## config.mk

```make
export PLATFORM = sky130hd
export DESIGN_NAME = encoder_frame_reader_health_top
export DESIGN_NICKNAME = d
export VERILOG_FILES = /design/src/hw/rtl/efrh_pkg.sv /design/src/hw/rtl/encoder_frame_reader_health_top.sv /design/src/hw/rtl/efrh_front.sv /design/src/hw/rtl/efrh_queue.sv /design/src/hw/rtl/efrh_back.sv
export SDC_FILE = /design/constraint.sdc
export NUM_CORES = 1
export LEC_CHECK = 0
export BUFFER_PORTS_ARGS = -buffer_cell sky130_fd_sc_hd__buf_2
export CAP_MARGIN = 10
export CORE_UTILIZATION = 44
export CTS_CLUSTER_DIAMETER = 120
export CTS_CLUSTER_SIZE = 8
export DETAILED_ROUTE_END_ITERATION = 8
export PLACE_DENSITY = 0.63
export SLEW_MARGIN = 20
export SYNTH_ARGS = -nofsm -noshare
export SYNTH_HDL_FRONTEND = slang
export SYNTH_SLANG_ARGS = --single-unit
```

## constraint.sdc

```tcl
create_clock -name clk -period 14.9 [get_ports clk]
set_input_delay 0.745 -clock clk [delete_from_list [all_inputs] [get_ports clk]]
set_output_delay 0.745 -clock clk [all_outputs]
set_load 0.005 [all_outputs]
```

## src/hw/rtl/efrh_pkg.sv

```systemverilog
package efrh_pkg;

	localparam int unsigned DATA_W = 32;
	localparam int unsigned ADDR_W = 3;
	localparam int unsigned ANGLE_W = 14;
	localparam int unsigned STATUS_W = 4;
	localparam int unsigned FRAME_W = 24;

	localparam logic [ADDR_W-3:0] REG_TIMEOUT = 1'b0;
	localparam logic [DATA_W-1:0] TIMEOUT_RESET = 32'd17000;

	localparam logic [1:0] OP_TRIGGER = 2'd0;
	localparam logic [1:0] OP_FRAME_DONE = 2'd1;
	localparam logic [1:0] OP_XFER_ERROR = 2'd2;
	localparam logic [1:0] OP_TIMEOUT_CHECK = 2'd3;

	localparam int unsigned ANGLE_LSB = 10;
	localparam int unsigned STATUS_LSB = 6;

	typedef struct packed {
		logic [1:0]         opcode;
		logic [31:0]        timestamp;
		logic [FRAME_W-1:0] frame_word;
		logic               start_failed;
	} req_t;

	typedef struct packed {
		logic                done_flag;
		logic                sample_valid;
		logic [ANGLE_W-1:0]  angle_code;
		logic [STATUS_W-1:0] status_bits;
		logic [31:0]         sample_sequence;
		logic [31:0]         sample_time;
		logic [31:0]         valid_total;
		logic [31:0]         status_fault_total;
		logic [31:0]         errors_in_row;
		logic [31:0]         transfer_fault_total;
		logic [31:0]         missed_total;
		logic [31:0]         start_fault_total;
	} res_t;

	typedef enum logic [1:0] {
		CMD_TRIGGER = 2'd0,
		CMD_FRAME   = 2'd1,
		CMD_ERROR   = 2'd2,
		CMD_TIMEOUT = 2'd3
	} cmd_kind_t;

	typedef struct packed {
		cmd_kind_t           kind;
		logic [31:0]         timestamp;
		logic [ANGLE_W-1:0]  angle_code;
		logic [STATUS_W-1:0] status_bits;
		logic                status_clear;
		logic                start_failed;
	} cmd_t;

endpackage

```

## src/hw/rtl/encoder_frame_reader_health_top.sv

```systemverilog
// angle-sensor frame reader with health counters
// request channel: req_valid / req_stall / req carry one event (trigger, frame
// done, transfer error, timeout check); taken when req_valid high, req_stall low
// result channel: res_valid / res_stall / res carry exactly one result per event,
// in request order, with every health counter as it stands after the event
// decode runs on the request side and feeds a queue of QUEUE_DEPTH entries; the
// counter unit pops one event a cycle while the result register is free or not stalled, and writes the result register
// a taken request is first written to the queue and is popped into the result
// register from there, even when the queue is empty and the result register is free
// throughput: one event per cycle while the result register is not held by res_stall
// res_stall holds the result register; the queue then fills and req_stall rises
// only once it is full, so requests keep flowing until QUEUE_DEPTH entries wait
// reset: queue empty, result register empty, counters and busy cleared,
// timeout_cycles back to 17000
// apb: timeout_cycles at byte address 0, written on the access cycle
module encoder_frame_reader_health_top #(
	parameter int unsigned QUEUE_DEPTH = 4
) (
	input  logic                          clk,
	input  logic                          arst_n,
	input  logic                          req_valid,
	output logic                          req_stall,
	input  efrh_pkg::req_t                req,
	output logic                          res_valid,
	input  logic                          res_stall,
	output efrh_pkg::res_t                res,
	input  logic                          psel,
	input  logic                          penable,
	input  logic                          pwrite,
	input  logic [efrh_pkg::ADDR_W-1:0]   paddr,
	input  logic [efrh_pkg::DATA_W-1:0]   pwdata,
	output logic [efrh_pkg::DATA_W-1:0]   prdata,
	output logic                          pready
);

	logic           push;
	logic           pop;
	logic           full;
	logic           empty;
	efrh_pkg::cmd_t cmd_in;
	efrh_pkg::cmd_t cmd_out;
	logic [efrh_pkg::DATA_W-1:0] timeout_q;
	logic           reg_hit;

	assign pready  = 1'b1;
	assign reg_hit = (paddr[efrh_pkg::ADDR_W-1:2] == efrh_pkg::REG_TIMEOUT);
	assign prdata  = reg_hit ? timeout_q : '0;

	always_ff @(posedge clk or negedge arst_n) begin
		if (!arst_n) begin
			timeout_q <= efrh_pkg::TIMEOUT_RESET;
		end else if (psel && penable && pwrite && pready && reg_hit) begin
			timeout_q <= pwdata;
		end
	end

	efrh_front u_front (
		.req_valid (req_valid),
		.full      (full),
		.req       (req),
		.req_stall (req_stall),
		.push      (push),
		.cmd       (cmd_in)
	);

	efrh_queue #(
		.DEPTH (QUEUE_DEPTH)
	) u_queue (
		.clk       (clk),
		.arst_n    (arst_n),
		.push      (push),
		.push_data (cmd_in),
		.pop       (pop),
		.pop_data  (cmd_out),
		.full      (full),
		.empty     (empty)
	);

	efrh_back u_back (
		.clk            (clk),
		.arst_n         (arst_n),
		.timeout_cycles (timeout_q),
		.empty          (empty),
		.cmd            (cmd_out),
		.pop            (pop),
		.res_valid      (res_valid),
		.res_stall      (res_stall),
		.res            (res)
	);

endmodule

```

## src/hw/rtl/efrh_front.sv

```systemverilog
module efrh_front (
	input  logic          req_valid,
	input  logic          full,
	input  efrh_pkg::req_t req,
	output logic          req_stall,
	output logic          push,
	output efrh_pkg::cmd_t cmd
);

	always_comb begin
		unique case (req.opcode)
			efrh_pkg::OP_TRIGGER:       cmd.kind = efrh_pkg::CMD_TRIGGER;
			efrh_pkg::OP_FRAME_DONE:    cmd.kind = efrh_pkg::CMD_FRAME;
			efrh_pkg::OP_XFER_ERROR:    cmd.kind = efrh_pkg::CMD_ERROR;
			efrh_pkg::OP_TIMEOUT_CHECK: cmd.kind = efrh_pkg::CMD_TIMEOUT;
			default:                    cmd.kind = efrh_pkg::CMD_TIMEOUT;
		endcase
		cmd.timestamp    = req.timestamp;
		cmd.angle_code   = req.frame_word[efrh_pkg::ANGLE_LSB +: efrh_pkg::ANGLE_W];
		cmd.status_bits  = req.frame_word[efrh_pkg::STATUS_LSB +: efrh_pkg::STATUS_W];
		cmd.status_clear = (cmd.status_bits == '0);
		cmd.start_failed = req.start_failed;
	end

	assign req_stall = full;
	assign push      = req_valid && !full;

endmodule

```

## src/hw/rtl/efrh_queue.sv

```systemverilog
module efrh_queue #(
	parameter int unsigned DEPTH = 4
) (
	input  logic           clk,
	input  logic           arst_n,
	input  logic           push,
	input  efrh_pkg::cmd_t push_data,
	input  logic           pop,
	output efrh_pkg::cmd_t pop_data,
	output logic           full,
	output logic           empty
);

	localparam int unsigned PTR_W = (DEPTH > 1) ? $clog2(DEPTH) : 1;
	localparam int unsigned CNT_W = $clog2(DEPTH + 1);

	efrh_pkg::cmd_t   entries_q [DEPTH];
	logic [PTR_W-1:0] wr_ptr_q;
	logic [PTR_W-1:0] rd_ptr_q;
	logic [CNT_W-1:0] count_q;

	assign full     = (count_q == CNT_W'(DEPTH));
	assign empty    = (count_q == '0);
	assign pop_data = entries_q[rd_ptr_q];

	always_ff @(posedge clk) begin
		if (push) begin
			entries_q[wr_ptr_q] <= push_data;
		end
	end

	always_ff @(posedge clk or negedge arst_n) begin
		if (!arst_n) begin
			wr_ptr_q <= '0;
			rd_ptr_q <= '0;
			count_q  <= '0;
		end else begin
			if (push) begin
				wr_ptr_q <= (wr_ptr_q == PTR_W'(DEPTH - 1)) ? '0 : wr_ptr_q + 1'b1;
			end
			if (pop) begin
				rd_ptr_q <= (rd_ptr_q == PTR_W'(DEPTH - 1)) ? '0 : rd_ptr_q + 1'b1;
			end
			if (push && !pop) begin
				count_q <= count_q + 1'b1;
			end else if (pop && !push) begin
				count_q <= count_q - 1'b1;
			end
		end
	end

endmodule

```

## src/hw/rtl/efrh_back.sv

```systemverilog
module efrh_back (
	input  logic           clk,
	input  logic           arst_n,
	input  logic [31:0]    timeout_cycles,
	input  logic           empty,
	input  efrh_pkg::cmd_t cmd,
	output logic           pop,
	output logic           res_valid,
	input  logic           res_stall,
	output efrh_pkg::res_t res
);

	logic        busy_q;
	logic [31:0] start_stamp_q;
	logic [31:0] seq_q;
	logic [31:0] good_q;
	logic [31:0] status_fault_q;
	logic [31:0] run_q;
	logic [31:0] xfer_fault_q;
	logic [31:0] missed_q;
	logic [31:0] start_fault_q;
	logic        res_valid_q;
	efrh_pkg::res_t res_q;

	logic        busy_d;
	logic [31:0] start_stamp_d;
	logic [31:0] seq_d;
	logic [31:0] good_d;
	logic [31:0] status_fault_d;
	logic [31:0] run_d;
	logic [31:0] xfer_fault_d;
	logic [31:0] missed_d;
	logic [31:0] start_fault_d;
	logic [31:0] elapsed;
	efrh_pkg::res_t res_d;

	assign pop       = !empty && (!res_valid_q || !res_stall);
	assign res_valid = res_valid_q;
	assign res       = res_q;
	assign elapsed   = cmd.timestamp - start_stamp_q;

	always_comb begin
		busy_d         = busy_q;
		start_stamp_d  = start_stamp_q;
		seq_d          = seq_q;
		good_d         = good_q;
		status_fault_d = status_fault_q;
		run_d          = run_q;
		xfer_fault_d   = xfer_fault_q;
		missed_d       = missed_q;
		start_fault_d  = start_fault_q;
		res_d          = '0;
		unique case (cmd.kind)
			efrh_pkg::CMD_TRIGGER: begin
				if (busy_q) begin
					missed_d = missed_q + 32'd1;
				end else begin
					start_stamp_d = cmd.timestamp;
					if (cmd.start_failed) begin
						start_fault_d = start_fault_q + 32'd1;
					end else begin
						busy_d          = 1'b1;
						res_d.done_flag = 1'b1;
					end
				end
			end
			efrh_pkg::CMD_FRAME: begin
				busy_d                = 1'b0;
				seq_d                 = seq_q + 32'd1;
				res_d.done_flag       = 1'b1;
				res_d.angle_code      = cmd.angle_code;
				res_d.status_bits     = cmd.status_bits;
				res_d.sample_sequence = seq_d;
				res_d.sample_time     = start_stamp_q;
				if (cmd.status_clear) begin
					res_d.sample_valid = 1'b1;
					good_d             = good_q + 32'd1;
					run_d              = '0;
				end else begin
					status_fault_d = status_fault_q + 32'd1;
					run_d          = run_q + 32'd1;
				end
			end
			efrh_pkg::CMD_ERROR: begin
				busy_d       = 1'b0;
				xfer_fault_d = xfer_fault_q + 32'd1;
			end
			efrh_pkg::CMD_TIMEOUT: begin
				if (busy_q && (elapsed >= timeout_cycles)) begin
					busy_d          = 1'b0;
					xfer_fault_d    = xfer_fault_q + 32'd1;
					res_d.done_flag = 1'b1;
				end
			end
			default: begin
				busy_d = busy_q;
			end
		endcase
		res_d.valid_total          = good_d;
		res_d.status_fault_total   = status_fault_d;
		res_d.errors_in_row        = run_d;
		res_d.transfer_fault_total = xfer_fault_d;
		res_d.missed_total         = missed_d;
		res_d.start_fault_total    = start_fault_d;
	end

	always_ff @(posedge clk or negedge arst_n) begin
		if (!arst_n) begin
			busy_q         <= 1'b0;
			start_stamp_q  <= '0;
			seq_q          <= '0;
			good_q         <= '0;
			status_fault_q <= '0;
			run_q          <= '0;
			xfer_fault_q   <= '0;
			missed_q       <= '0;
			start_fault_q  <= '0;
			res_valid_q    <= 1'b0;
		end else begin
			if (pop) begin
				busy_q         <= busy_d;
				start_stamp_q  <= start_stamp_d;
				seq_q          <= seq_d;
				good_q         <= good_d;
				status_fault_q <= status_fault_d;
				run_q          <= run_d;
				xfer_fault_q   <= xfer_fault_d;
				missed_q       <= missed_d;
				start_fault_q  <= start_fault_d;
				res_valid_q    <= 1'b1;
			end else if (!res_stall) begin
				res_valid_q <= 1'b0;
			end
		end
	end

	always_ff @(posedge clk) begin
		if (pop) begin
			res_q <= res_d;
		end
	end

endmodule

```

==> metrics.md <==
| Metric | Value |
|---|---|
| Initial core utilization | 44.5% |
| Tightest Hold Check Type | in2async |
| Clock power frac | 28.4% |
| Clk Latency, worst-skew pair | 0.66 ns |
| Hold Buf Count CTS | 0 |
| Final worst-path cycle share | 50.3% |
| Min Hold Slack | 0.124 ns |
| Final hold viol count | 0 |
| HPWL Detailed | 53100 um |
| Static Leak | 16.5 nW |
| Die width | 285 um |
| Core Area | 79000 um2 |
| Max cap viols | 0 |
| Layout area overhead | 18.0% |
| Average size of a mapped cell | 13.1 um2 |
| Deepest level of the CTS H-tree | 3 |
| Gate power share | 33.1% |
| M1 WL | 34000 um |
| Placed Area | 38400 um2 |
| RSZ-0062 raised after global routing | false |
| Routed wire length | 79400 um |
| Sequential share of the synthesized area | 63.1% |
| Most common cell after layout, fill and taps aside | edfxtp_1 |
| Reg power frac | 38.6% |
| Critical setup path kind | reg2reg |
| Final antenna-violating net count | 0 |
| Nets | 3315 |
| Routability Congestion | 0.849 |
| Clock sinks | 789 |
| Post-CTS Repair Setup Buffers | 0 |
| Yosys reg bits | 789 |
| RR Startpoint | u_queue.rd_ptr_q[0]$_DFFE_PN0P_ |
| CP arrival | 7.91 ns |
| Syn_nets | 2872 |
| Iter 0 DRT Violations | 1288 |
| Status | finished clean |
| Final TNS setup | 0 ns |
| I/O pins | 412 |
| Rows | 103 |
| Post-synth EDFFs | 492 |
| Crit. End Element | register |
| Startpoint Class | register |
| Drt drc | 0 |
| Metal3 WL | 5030 um |
| FMAX | 0.133 GHz |
| R2R cell count | 23 |
| Yosys warning total | 0 |
| Pint | 5.33 mW |
| Cell area after layout | 41500 um2 |
| Critical path origin | u_queue.rd_ptr_q[0]$_DFFE_PN0P_ |
| Fraction of layout cells with a size suffix above 1 | 22.4% |
| TritonCTS Buffers | 108 |
| Die Y | 285 um |
| Placed Cells | 4075 |
| Initial antenna violation count | 12 |
| Clk root buf | clkbuf_16 |
| Worst R2R End | u_back.res[78]$_DFFE_PP_ |
| Synth Cell Area | 35200 um2 |
| Non-Filler Instances | 4278 |
| DR vias | 21980 |
| Max_slew headroom | 24.4% |
| Clock skew | 0.0354 ns |
| PD cells | 194 nW/um2 |
| CTS resizes | 0 |
| Vias in the first global route | 22341 |
| DR pass1 iterations | 5 |
| Worst Max-Slew Pin Slew | 1.12 ns |
| Largest net degree at the start of global routing | 146 |
| WP data required | 15.31 ns |
| GRT Total Usage | 19.6% |
| Worst VDD drop | 0.112 mV |
| P_sw | 2.71 mW |
| R2r setup slk | 7.40 ns |
| Synth cell types | 76 |
| # port buffers | 402 |
| Die ar. | 81100 um2 |
| CTS tree | yes |
| Post-synthesis async set-or-reset flop share | 37.6% |
| Clock Tree Buf Depth | 3 |
| Switching Fraction | 33.7% |
| Min cycle time layout | 7.50 ns |
| Synthesized instance count | 2692 |
| Final setup fails | 0 |
| Wire per inst | 18.6 um |
| Main synth FF type | edfxtp_1 |
| Commonest non-fill, non-tap cells in the layout | edfxtp_1 (492), buf_2 (401), dfrtp_1 (290), nand2_1 (274), nor2_1 (250) |
| GR Overflow Total | 0 |
| First-pass GRT wire length | 125000 um |
| Slew Limit Fails | 0 |
| Via density | 5.14 |
| WL met2 | 38100 um |
| Clk pin slew, worst setup/hold paths | 0.05 ns |
| CP max FO | 31 |
| Highest metal used | met5 |
==> area by class of cell <==
class,count,area [um2]
fillers,6647,37500
flip-flops and latches,789,22200
multi-input cells,1723,12300
clock buffers,192,3040
repair buffers,423,2190
well taps,1050,1310
inverters,90,347
clock inverters,7,101
diodes,4,10.0
==> cells by family (layout without fill, tap and decap cells) <==
logic type	Yosys count	in the layout	share of synthesized area, %
buf+inv	180	712	1.99
xor+xnor	420	420	10.5
other cells	1	5	0.0107
compound gates	170	170	2.99
simple gates	929	929	12.8
flops	789	789	63.1
fa+ha+maj	79	79	2.85
mux	124	124	5.70
==> state kept, by name, indices dropped and copies added, names as in the netlist <==
| register | flops |
|---|---|
| u_back.missed_q | 32 |
| u_back.res_valid | 1 |
| u_queue.entries_q | 216 |
| u_back.start_stamp_q | 32 |
| u_queue.count_q | 3 |
| u_queue.rd_ptr_q | 2 |
| u_back.seq_q | 32 |
| u_back.xfer_fault_q | 32 |
| u_back.run_q | 32 |
| timeout_q | 32 |
| u_back.good_q | 32 |
| u_back.busy_q | 1 |
| u_back.start_fault_q | 32 |
| u_back.status_fault_q | 32 |
| u_back.res | 276 |
| u_queue.wr_ptr_q | 2 |
==> metal layers <==
metal  vias up  GRT usage [%]
met1     10797           25.5
met3       156           4.68
met4        12           7.07
met5         -              0
met2       594           31.9
li1      10421              -
==> power groups by stage <==
stage / registers, mW / clock network (mW) / logic, mW
2_1_floorplan: 3.14 / 0 / 1.84
3_3_place_gp: 3.12 / 0 / 2.61
3_5_place_dp: 3.14 / 0 / 2.67
4_1_cts: 3.11 / 2.34 / 2.69
5_1_grt: 3.15 / 2.43 / 2.96
6_report: 3.10 / 2.28 / 2.66
==> cell usage after synthesis, types with 4 or more instances <==
library cell  instances  share of area, %
dfrtp_1             292                21
a31oi_1               5             0.089
buf_2                 4             0.057
ha_1                 77               2.7
or2_2                 5             0.089
nor2_1              251               2.7
xor2_1              188               4.7
nand4_1              44              0.78
a21o_1               25              0.53
nor3_1               55              0.78
and2_1               43              0.76
or4_1                 5              0.11
o21ai_0              58              0.83
a211oi_1              6              0.13
or3_1                13              0.23
nor2b_1               8              0.14
nand3_1             112               1.6
clkbuf_1             63              0.67
and4_1               12              0.30
inv_1                89              0.95
a21oi_1              43              0.61
mux4_2               54               3.5
and3_1               49              0.87
nor3_2                6              0.17
o31ai_1               5              0.11
mux2_2               70               2.2
xnor2_1             232               5.8
nand3_2               5              0.14
edfxtp_1            492                42
nand2_1             274               2.9
nor2_2                4             0.071
nor4_1               11              0.20
buf_1                20              0.21
dfstp_2               5              0.37
nand2b_1              9              0.16
==> worst max path at each step <==
stage	end	slack [ns]	cells past startpoint
finish	u_back.res[78]$_DFFE_PP_	7.40	23
global route	u_back.res[78]$_DFFE_PP_	7.02	23
CTS	u_back.res[78]$_DFFE_PP_	7.32	23
detailed placement	u_back.res[78]$_DFFE_PP_	7.32	23
global placement	u_back.res[78]$_DFFE_PP_	7.43	23
floorplan	u_back.res[0]$_DFFE_PP_	5.19	4
==> metrics by stage <==
stage	power (mW)	setup WS [ns]	utilization [%]
floorplan	4.98	5.19	-
global placement	5.74	7.43	48.6
detailed placement	5.81	7.32	48.6
CTS	8.14	7.32	52.5
global route	8.54	7.02	52.6
finish	8.04	7.40	52.6
==> critical path, cell delays in order (launching register included) <==
cell and delay [ns]:
dfrtp_4 0.84, buf_4 0.63, mux4_2 0.57, inv_1 0.10, ha_1 0.22, inv_1 0.08, fa_1 0.41, a21o_1 0.20
a221oi_1 0.52, a21bo_2 0.32, o2111a_1 0.26, o31ai_1 0.15, a21boi_0 0.24, o21bai_1 0.10, xor2_1 0.15, ha_1 0.29
nand4_1 0.09, or3_1 0.42, a211oi_1 0.34, o41a_1 0.41, o31ai_4 0.07, buf_4 0.26, or3_1 0.42, xnor2_1 0.13
(Power assumes the default switching activity.)
